[src/averaging_period_frequency_meter_defines.svh]
// Assertion macros shared by the frequency meter RTL.
`ifndef AVERAGING_PERIOD_FREQUENCY_METER_DEFINES_SVH
`define AVERAGING_PERIOD_FREQUENCY_METER_DEFINES_SVH

// Same-cycle implication, clocked on clk and idle while arst_n is low.
`define APFM_ASSERT_NOW(label, ante, cons, msg) \
	label: assert property (@(posedge clk) disable iff (!arst_n) (ante) |-> (cons)) \
		else $error(msg);

// Next-cycle implication, clocked on clk and idle while arst_n is low.
`define APFM_ASSERT_NEXT(label, ante, cons, msg) \
	label: assert property (@(posedge clk) disable iff (!arst_n) (ante) |=> (cons)) \
		else $error(msg);

`endif

[src/apfm_pkg.sv]
// Types and constants of the averaging period frequency meter.
package apfm_pkg;

	// Field and state widths.
	localparam int STAMP_W    = 32;
	localparam int FREQ_W     = 24;
	localparam int COUNT_W    = 5;
	localparam int SUM_W      = 43;
	localparam int RAW_W      = 39;
	localparam int CFG_IDX_W  = 2;
	localparam int CFG_DATA_W = 29;

	// Serial divider widths; the counter must hold DIVD_W itself.
	localparam int DIVD_W    = 43;
	localparam int DIVS_W    = 32;
	localparam int DIV_CNT_W = 6;

	// Register indexes of the configuration port.
	localparam logic [CFG_IDX_W-1:0] CFG_TIMER_CLOCK   = 2'd0;
	localparam logic [CFG_IDX_W-1:0] CFG_LOW_CUTOFF    = 2'd1;
	localparam logic [CFG_IDX_W-1:0] CFG_HIGH_CUTOFF   = 2'd2;
	localparam logic [CFG_IDX_W-1:0] CFG_AVERAGE_COUNT = 2'd3;

	// Hertz to millihertz scale factor.
	localparam logic [RAW_W-1:0] MHZ_PER_HZ = 39'd1000;

	// Reset values; the clock is kept already scaled to millihertz.
	localparam logic [RAW_W-1:0]   CLK_X1000_RST = 39'd100000000000;
	localparam logic [FREQ_W-1:0]  LOW_RST       = 24'd70000;
	localparam logic [FREQ_W-1:0]  HIGH_RST      = 24'd9999900;
	localparam logic [COUNT_W-1:0] AVG_RST       = 5'd10;
	localparam logic [COUNT_W-1:0] AVG_MIN       = 5'd1;
	localparam logic [COUNT_W-1:0] AVG_MAX       = 5'd16;

	// Request to the serial divider.
	typedef struct packed {
		logic              start;
		logic [DIVD_W-1:0] dividend;
		logic [DIVS_W-1:0] divisor;
	} div_req_t;

	// Status and result of the serial divider.
	typedef struct packed {
		logic              busy;
		logic              done;
		logic [DIVD_W-1:0] quotient;
	} div_rsp_t;

endpackage

[src/apfm_div.sv]
// Bit-serial restoring divider: one quotient bit per cycle.
module apfm_div (
	input  logic              clk,
	input  logic              arst_n,
	input  apfm_pkg::div_req_t req,
	output apfm_pkg::div_rsp_t rsp
);
	import apfm_pkg::*;

	logic [DIVS_W-1:0]    rem_q;
	logic [DIVD_W-1:0]    quo_q;
	logic [DIVS_W-1:0]    dsr_q;
	logic [DIV_CNT_W-1:0] cnt_q;
	logic                 busy_q;
	logic                 done_q;
	logic [DIVS_W:0]      trial;
	logic [DIVS_W:0]      diff;
	logic                 fits;

	// Shift the next dividend bit into the partial remainder and try the subtract.
	assign trial = {rem_q, quo_q[DIVD_W-1]};
	assign diff  = trial - {1'b0, dsr_q};
	assign fits  = (trial >= {1'b0, dsr_q});

	// Iteration control; done pulses once after the last bit.
	always_ff @(posedge clk or negedge arst_n) begin
		if (!arst_n) begin
			busy_q <= 1'b0;
			done_q <= 1'b0;
			cnt_q  <= '0;
		end else begin
			done_q <= 1'b0;
			if (req.start) begin
				busy_q <= 1'b1;
				cnt_q  <= DIV_CNT_W'(DIVD_W);
			end else if (busy_q) begin
				cnt_q <= cnt_q - 1'b1;
				if (cnt_q == DIV_CNT_W'(1)) begin
					busy_q <= 1'b0;
					done_q <= 1'b1;
				end
			end
		end
	end

	// Remainder and the dividend/quotient shift register.
	always_ff @(posedge clk) begin
		if (req.start) begin
			rem_q <= '0;
			quo_q <= req.dividend;
			dsr_q <= req.divisor;
		end else if (busy_q) begin
			rem_q <= fits ? diff[DIVS_W-1:0] : trial[DIVS_W-1:0];
			quo_q <= {quo_q[DIVD_W-2:0], fits};
		end
	end

	assign rsp.busy     = busy_q;
	assign rsp.done     = done_q;
	assign rsp.quotient = quo_q;

endmodule

[src/averaging_period_frequency_meter.sv]
// Top level of the averaging period frequency meter.
//
// The capture channel takes one counter timestamp per rising edge of the
// measured signal (capture_valid / capture_stall); the result channel gives
// one item per capture item (result_valid / result_stall): the current
// frequency in millihertz and a flag telling whether this edge changed it.
// Edges pair up: the first only stores its stamp, the second forms the period
// and divides the scaled timer clock by it in a bit-serial divider, one bit a
// cycle. When a block of samples completes, the same divider forms the mean.
// One item is worked on at a time; the next capture item is taken the cycle
// after the result register is loaded.
// A result waits in its output register while result_stall is high; the
// block finishes and holds its next item until that register is taken.
// Reset clears the pairing, the running sum and count, the current frequency
// and restores the default configuration.
`include "averaging_period_frequency_meter_defines.svh"

module averaging_period_frequency_meter (
	input  logic                                 clk,
	input  logic                                 arst_n,
	input  logic                                 cfg_we,
	input  logic [apfm_pkg::CFG_IDX_W-1:0]       cfg_index,
	input  logic [apfm_pkg::CFG_DATA_W-1:0]      cfg_data,
	input  logic                                 capture_valid,
	output logic                                 capture_stall,
	input  logic [apfm_pkg::STAMP_W-1:0]         capture_time,
	output logic                                 result_valid,
	input  logic                                 result_stall,
	output logic [apfm_pkg::FREQ_W-1:0]          frequency_mhz,
	output logic                                 updated
);
	import apfm_pkg::*;

	localparam logic [2:0] ST_IDLE = 3'd0;
	localparam logic [2:0] ST_DIV1 = 3'd1;
	localparam logic [2:0] ST_DIV2 = 3'd2;
	localparam logic [2:0] ST_CHK  = 3'd3;
	localparam logic [2:0] ST_EMIT = 3'd4;

	logic [2:0]         state_q;
	logic [RAW_W-1:0]   clk_x1000_q;
	logic [FREQ_W-1:0]  low_q;
	logic [FREQ_W-1:0]  high_q;
	logic [COUNT_W-1:0] avg_q;
	logic               edge_pending_q;
	logic [STAMP_W-1:0] first_time_q;
	logic [SUM_W-1:0]   sample_sum_q;
	logic [COUNT_W-1:0] sample_count_q;
	logic [FREQ_W-1:0]  cur_q;
	logic               upd_q;
	logic               result_valid_q;
	logic [FREQ_W-1:0]  frequency_mhz_q;
	logic               updated_q;

	logic               capture_fire;
	logic               emit_load;
	logic [STAMP_W-1:0] period;
	logic [RAW_W-1:0]   f_raw;
	logic               below_low;
	logic [SUM_W-1:0]   sum_n;
	logic [COUNT_W-1:0] count_n;
	logic [COUNT_W-1:0] eff_count;
	logic               avg_done;
	div_req_t           div_req;
	div_rsp_t           div_rsp;

	apfm_div u_div (
		.clk    (clk),
		.arst_n (arst_n),
		.req    (div_req),
		.rsp    (div_rsp)
	);

	// Handshakes.
	assign capture_stall = (state_q != ST_IDLE);
	assign capture_fire  = capture_valid && !capture_stall;
	assign emit_load     = (state_q == ST_EMIT) && (!result_valid_q || !result_stall);

	// Period, raw frequency and the running average update.
	assign period    = capture_time - first_time_q;
	assign f_raw     = div_rsp.quotient[RAW_W-1:0];
	assign below_low = (f_raw < RAW_W'(low_q));
	assign sum_n     = sample_sum_q + SUM_W'(f_raw);
	assign count_n   = sample_count_q + 1'b1;

	// Samples per average, with zero acting as one and large values clipped.
	always_comb begin
		if (avg_q == '0) begin
			eff_count = AVG_MIN;
		end else if (avg_q > AVG_MAX) begin
			eff_count = AVG_MAX;
		end else begin
			eff_count = avg_q;
		end
	end

	assign avg_done = (count_n >= eff_count);

	// Divider requests: the frequency division, then the mean division.
	always_comb begin
		div_req.start    = 1'b0;
		div_req.dividend = SUM_W'(clk_x1000_q);
		div_req.divisor  = period;
		if (state_q == ST_DIV1) begin
			div_req.dividend = sum_n;
			div_req.divisor  = DIVS_W'(count_n);
			div_req.start    = div_rsp.done && !below_low && avg_done;
		end else if (state_q == ST_IDLE) begin
			div_req.start = capture_fire && edge_pending_q && (period != '0);
		end
	end

	// Configuration registers; the timer clock is kept scaled to millihertz.
	always_ff @(posedge clk or negedge arst_n) begin
		if (!arst_n) begin
			clk_x1000_q <= CLK_X1000_RST;
			low_q       <= LOW_RST;
			high_q      <= HIGH_RST;
			avg_q       <= AVG_RST;
		end else if (cfg_we) begin
			unique case (cfg_index)
				CFG_TIMER_CLOCK:   clk_x1000_q <= RAW_W'(cfg_data) * MHZ_PER_HZ;
				CFG_LOW_CUTOFF:    low_q       <= cfg_data[FREQ_W-1:0];
				CFG_HIGH_CUTOFF:   high_q      <= cfg_data[FREQ_W-1:0];
				CFG_AVERAGE_COUNT: avg_q       <= cfg_data[COUNT_W-1:0];
				default: ;
			endcase
		end
	end

	// First stamp of a pair.
	always_ff @(posedge clk) begin
		if (capture_fire && !edge_pending_q) begin
			first_time_q <= capture_time;
		end
	end

	// Sequencer and measurement state.
	always_ff @(posedge clk or negedge arst_n) begin
		if (!arst_n) begin
			state_q        <= ST_IDLE;
			edge_pending_q <= 1'b0;
			sample_sum_q   <= '0;
			sample_count_q <= '0;
			cur_q          <= '0;
			upd_q          <= 1'b0;
			result_valid_q <= 1'b0;
		end else begin
			// The output register fills on a load and empties when its item is taken.
			if (emit_load) begin
				result_valid_q <= 1'b1;
			end else if (result_valid_q && !result_stall) begin
				result_valid_q <= 1'b0;
			end
			unique case (state_q)
				ST_IDLE: begin
					if (capture_fire) begin
						edge_pending_q <= !edge_pending_q;
						if (!edge_pending_q) begin
							upd_q   <= 1'b0;
							state_q <= ST_EMIT;
						end else if (period == '0) begin
							cur_q   <= '0;
							upd_q   <= 1'b1;
							state_q <= ST_EMIT;
						end else begin
							upd_q   <= 1'b0;
							state_q <= ST_DIV1;
						end
					end
				end
				ST_DIV1: begin
					if (div_rsp.done) begin
						if (below_low) begin
							cur_q          <= f_raw[FREQ_W-1:0];
							sample_sum_q   <= '0;
							sample_count_q <= '0;
							upd_q          <= 1'b1;
							state_q        <= ST_CHK;
						end else if (avg_done) begin
							sample_sum_q   <= '0;
							sample_count_q <= '0;
							state_q        <= ST_DIV2;
						end else begin
							sample_sum_q   <= sum_n;
							sample_count_q <= count_n;
							state_q        <= ST_CHK;
						end
					end
				end
				ST_DIV2: begin
					if (div_rsp.done) begin
						if (div_rsp.quotient > SUM_W'(high_q)) begin
							cur_q <= '0;
						end else begin
							cur_q <= div_rsp.quotient[FREQ_W-1:0];
						end
						upd_q   <= 1'b1;
						state_q <= ST_CHK;
					end
				end
				ST_CHK: begin
					if (cur_q > high_q) begin
						cur_q <= '0;
						upd_q <= 1'b1;
					end
					state_q <= ST_EMIT;
				end
				ST_EMIT: begin
					if (emit_load) begin
						state_q <= ST_IDLE;
					end
				end
				default: state_q <= ST_IDLE;
			endcase
		end
	end

	// Result payload register.
	always_ff @(posedge clk) begin
		if (emit_load) begin
			frequency_mhz_q <= cur_q;
			updated_q       <= upd_q;
		end
	end

	assign result_valid  = result_valid_q;
	assign frequency_mhz = frequency_mhz_q;
	assign updated       = updated_q;

	// Checks on the sequencer and the divider hand-off.
	`APFM_ASSERT_NOW(a_div_done_waited, div_rsp.done,
		(state_q == ST_DIV1) || (state_q == ST_DIV2),
		"divider finished while no division was awaited")
	`APFM_ASSERT_NOW(a_div_start_free, div_req.start, !div_rsp.busy,
		"divider started while busy")
	`APFM_ASSERT_NOW(a_count_bound, 1'b1, sample_count_q <= AVG_MAX,
		"sample count beyond block size")
	`APFM_ASSERT_NEXT(a_emit_shows, emit_load, result_valid && (state_q == ST_IDLE),
		"loaded result not presented")

endmodule
[config.mk]
export PLATFORM = sky130hd
export DESIGN_NAME = averaging_period_frequency_meter
export DESIGN_NICKNAME = d
export VERILOG_FILES = /design/src/apfm_pkg.sv /design/src/apfm_div.sv /design/src/averaging_period_frequency_meter.sv
export VERILOG_INCLUDE_DIRS = /design/src /design/src/src
export SDC_FILE = /design/constraint.sdc
export NUM_CORES = 1
export LEC_CHECK = 0
export BUFFER_PORTS_ARGS = -buffer_cell sky130_fd_sc_hd__buf_4
export CORE_MARGIN = 10
export CORE_UTILIZATION = 70
export CTS_BUF_LIST = sky130_fd_sc_hd__clkbuf_8
export DETAILED_ROUTE_END_ITERATION = 8
export PLACE_DENSITY = 0.89
export SYNTH_ARGS = -nofsm -noshare
export SYNTH_HDL_FRONTEND = slang
export SYNTH_SLANG_ARGS = --single-unit
[constraint.sdc]
create_clock -name clk -period 10.5 [get_ports clk]
set_input_delay 0.525 -clock clk [delete_from_list [all_inputs] [get_ports clk]]
set_output_delay 0.525 -clock clk [all_outputs]
set_load 0.005 [all_outputs]
==> results_dict.tcl <==
set metrics [dict create \
    synth_cell_types 91 \
    cts_num_sinks 339 \
    worstSetupPathType "flip-flop to flip-flop" \
    gp_congestion 0.989 \
    maxCapViolations 0 \
    final_cells 3338 \
    initialDrtViolationCount 2101 \
    critPathLaunchType "flip-flop" \
    netSwitchingFraction 0.453 \
    ctsLongestPathBuffers 3 \
    place.detailed.hpwl_mm 49.9 \
    viasPerCell 6.39 \
    synth_edf_count 132 \
    synth-main-ff-cell "dfrtp_1" \
    critPathMaxStageDelay_ps 860 \
    slew_violations 0 \
    overflow 0 \
    cts_tree "built" \
    die_w_um 212 \
    final_common_cell "inv_1" \
    layout.nets 3260 \
    antenna_found_initial 0 \
    cp_slowest_cell "buf_4" \
    outcome "finished, final reports clean" \
    grt_pass1_vias 21691 \
    hp-class "input pin to async pin" \
    netlist_area_sq_um 25800 \
    p_clk_frac 0.137 \
    synthToLayoutAreaGrowth_pct 8.69 \
    netlist_instances 2737 \
    grt_use_total 0.296 \
    finalHoldViolCount 0 \
    ir_drop_v 0.000148 \
    htree_levels 2 \
    port_buffers 94 \
    cts_buffers 55 \
    postCtsSetupRepairBufs 0 \
    tns_ps 0 \
    clockRootBuffer "clkbuf_8" \
    vias 21321 \
    internal-power_mw 4.65 \
    die_h_um 212 \
    period_minus_slack_ps 5510 \
    drive_above_1_share 0.101 \
    yosys_warnings 0 \
    cts_resized 0 \
    cp.buffers_inverters 3 \
    wl_per_cell_um 19.9 \
    cp.arrival_ps 5760 \
    ys_async_sr_fraction 0.516 \
    antenna_cells 0 \
    cp-end-kind "flip-flop" \
    avgSynthCellArea_sq_um 9.44 \
    required_ps 10750 \
    drc 0 \
    dr.pass1.iters 6 \
    syn-num-nets 3174 \
    grt_pass1_wl_mm 108 \
    io_pins 95 \
    hold-worst-slack_ps 1.21 \
    finalSetupViolCount 0 \
    critPathMaxFanout 86 \
    crit_top_cell "buf_4" \
    post-route-period-util 0.525 \
    path_delay_family "compound AO/OA/AOI/OAI gates" \
    path_cells "ha_1, inv_1, fa_1, a211oi_2, o21ai_2, a31oi_1, o211ai_1, a221o_1, a221oi_1, and2_1, nor3_1, a31o_4, o21ai_4, buf_4, nand2b_2, buf_4" \
    clk_pin_slew_worst_paths_ps 60 \
    synth_top_cell_area_share 0.153 \
    synth-seq-cells 339 \
    grt_max_degree 100 \
    ant_nets 0 \
    max_slew_margin 0.253 \
    fmax_mhz 181 \
    layout_common_cells "355 x inv_1, 260 x ha_1, 259 x nand2_1" \
    synth_largest_area_cell "edfxtp_1" \
    switching_power_mw 3.86 \
    synth-seq-area-share 0.349 \
    num_rows 70 \
    numPlacedInstances 3234 \
    seqPwrFrac 0.282 \
    combPwrFrac 0.582 \
    core_area_sq_um 36500 \
    initial_core_util 0.708 \
    rsz0062_at_grt "false" \
    wirelength_mm 66.5 \
    cts_hold_buffers 0 \
    p_leak_nw 13.3 \
    clock_skew_ps 32.6 \
    clk_latency_ps 630 \
    power_density_nw_per_um2 303 \
    die_area_sq_um 45000 \
    synth_area_leaders "edfxtp_1 15%, dfrtp_1 14%, ha_1 13%" \
    worst_pin_slew_ps 1120 \
]
==> through the flow <==
| step | power [mW] | instance area, sq um | util | setup slack (ps) |
|---|---|---|---|---|
| after CTS | 8.41 | 28100 | 0.769 | 5050 |
| after floorplan | 5.96 | 25800 | - | 5380 |
| after global routing | 9.17 | 28100 | 0.769 | 4580 |
| after detailed placement | 7.21 | 27000 | 0.738 | 4460 |
| after global placement | 6.92 | 27000 | 0.738 | 4650 |
| final | 8.51 | 28100 | 0.769 | 4990 |
==> layer usage <==
layer	GRT usage	wire [um]
met1	0.370	27000
met2	0.505	32300
met3	0.0403	4580
met4	0.126	2600
met5	0	0
==> registers in the layout (all words and copies together), names as in the netlist, 6 cells and up <==
register	count
low_q	24
sample_sum_q	43
u_div.cnt_q	6
first_time_q	32
frequency_mhz	24
u_div.rem_q	32
u_div.quo_q	43
clk_x1000_q	36
high_q	24
cur_q	24
u_div.dsr_q	32
==> path summary, 6_finish.rpt <==
path,startpoint,endpoint,slack (ps),cells after the start
setup / recovery,first_time_q[0]$_DFFE_PP_,u_div.quo_q[0]$_DFFE_PP_,4990,16
hold / removal,arst_n,u_div.cnt_q[5]$_DFFE_PN0P_,1,1
setup reg to reg,first_time_q[0]$_DFFE_PP_,u_div.quo_q[0]$_DFFE_PP_,4990,16
hold reg to reg,u_div.rem_q[31]$_SDFFE_PP0P_,u_div.rem_q[31]$_SDFFE_PP0P_,470,2
max in group asynchronous,arst_n,sample_sum_q[37]$_DFFE_PN0P_,8960,2
min in group clk,capture_time[24],first_time_q[24]$_DFFE_PP_,90,1
==> power groups by stage <==
| stage | Clock, mW | Combinational (mW) | Sequential, mW |
|---|---|---|---|
| 2_1_floorplan | 0 | 3.77 | 2.19 |
| 3_3_place_gp | 0 | 4.56 | 2.37 |
| 3_5_place_dp | 0 | 4.82 | 2.39 |
| 4_1_cts | 1.17 | 4.86 | 2.38 |
| 5_1_grt | 1.23 | 5.50 | 2.43 |
| 6_report | 1.16 | 4.95 | 2.40 |
==> worst register-to-register path, stage by stage, from the launching register on <==
cell	delay (ps)
edfxtp_1	350
ha_1	160
inv_1	50
fa_1	430
a211oi_2	250
o21ai_2	140
a31oi_1	370
o211ai_1	190
a221o_1	370
a221oi_1	360
and2_1	210
nor3_1	100
a31o_4	280
o21ai_4	130
buf_4	860
nand2b_2	290
buf_4	540
==> kinds of logic after synthesis <==
kind of cell / Yosys count / synth area share
DFF: 339 / 0.349
muxes: 64 / 0.0281
adders and majority gates: 369 / 0.210
and+or+nand+nor: 696 / 0.128
AOI/OAI and AO/OA: 743 / 0.184
buffers and inverters: 411 / 0.0615
xor gates and xnor gates: 115 / 0.0390
==> synthesized netlist by cell type (9+ instances only) <==
master,n
nand3b_1,9
dfstp_2,33
nand2b_1,39
o211ai_1,39
or3_1,14
a21o_1,88
ha_1,260
xnor2_1,65
mux2i_1,41
nor2b_1,19
o21bai_1,15
xor2_1,50
nand3_1,59
nand4_1,20
a31oi_1,21
and2_1,24
edfxtp_1,132
o21ai_0,212
and3_1,21
clkbuf_1,66
nor2_1,152
nand2_1,259
a211oi_1,50
dfxtp_1,32
a21oi_1,177
a22o_1,17
nor3_1,34
dfrtp_1,142
inv_1,328
nor4_1,19
o31ai_1,11
fa_1,109
mux2_4,15
o21a_1,29
==> cell type report <==
| class | instances | area, sq um |
|---|---|---|
| Sequential cell | 339 | 9030 |
| Timing Repair Buffer | 111 | 837 |
| Multi-Input combinational cell | 1987 | 15300 |
| Inverter | 329 | 1230 |
| Clock buffer | 70 | 963 |
| Clock inverter | 34 | 168 |
| Fill cell | 2397 | 8440 |
| Tap cell | 468 | 586 |
No activity file was read; power rests on OpenSTA's default activity.
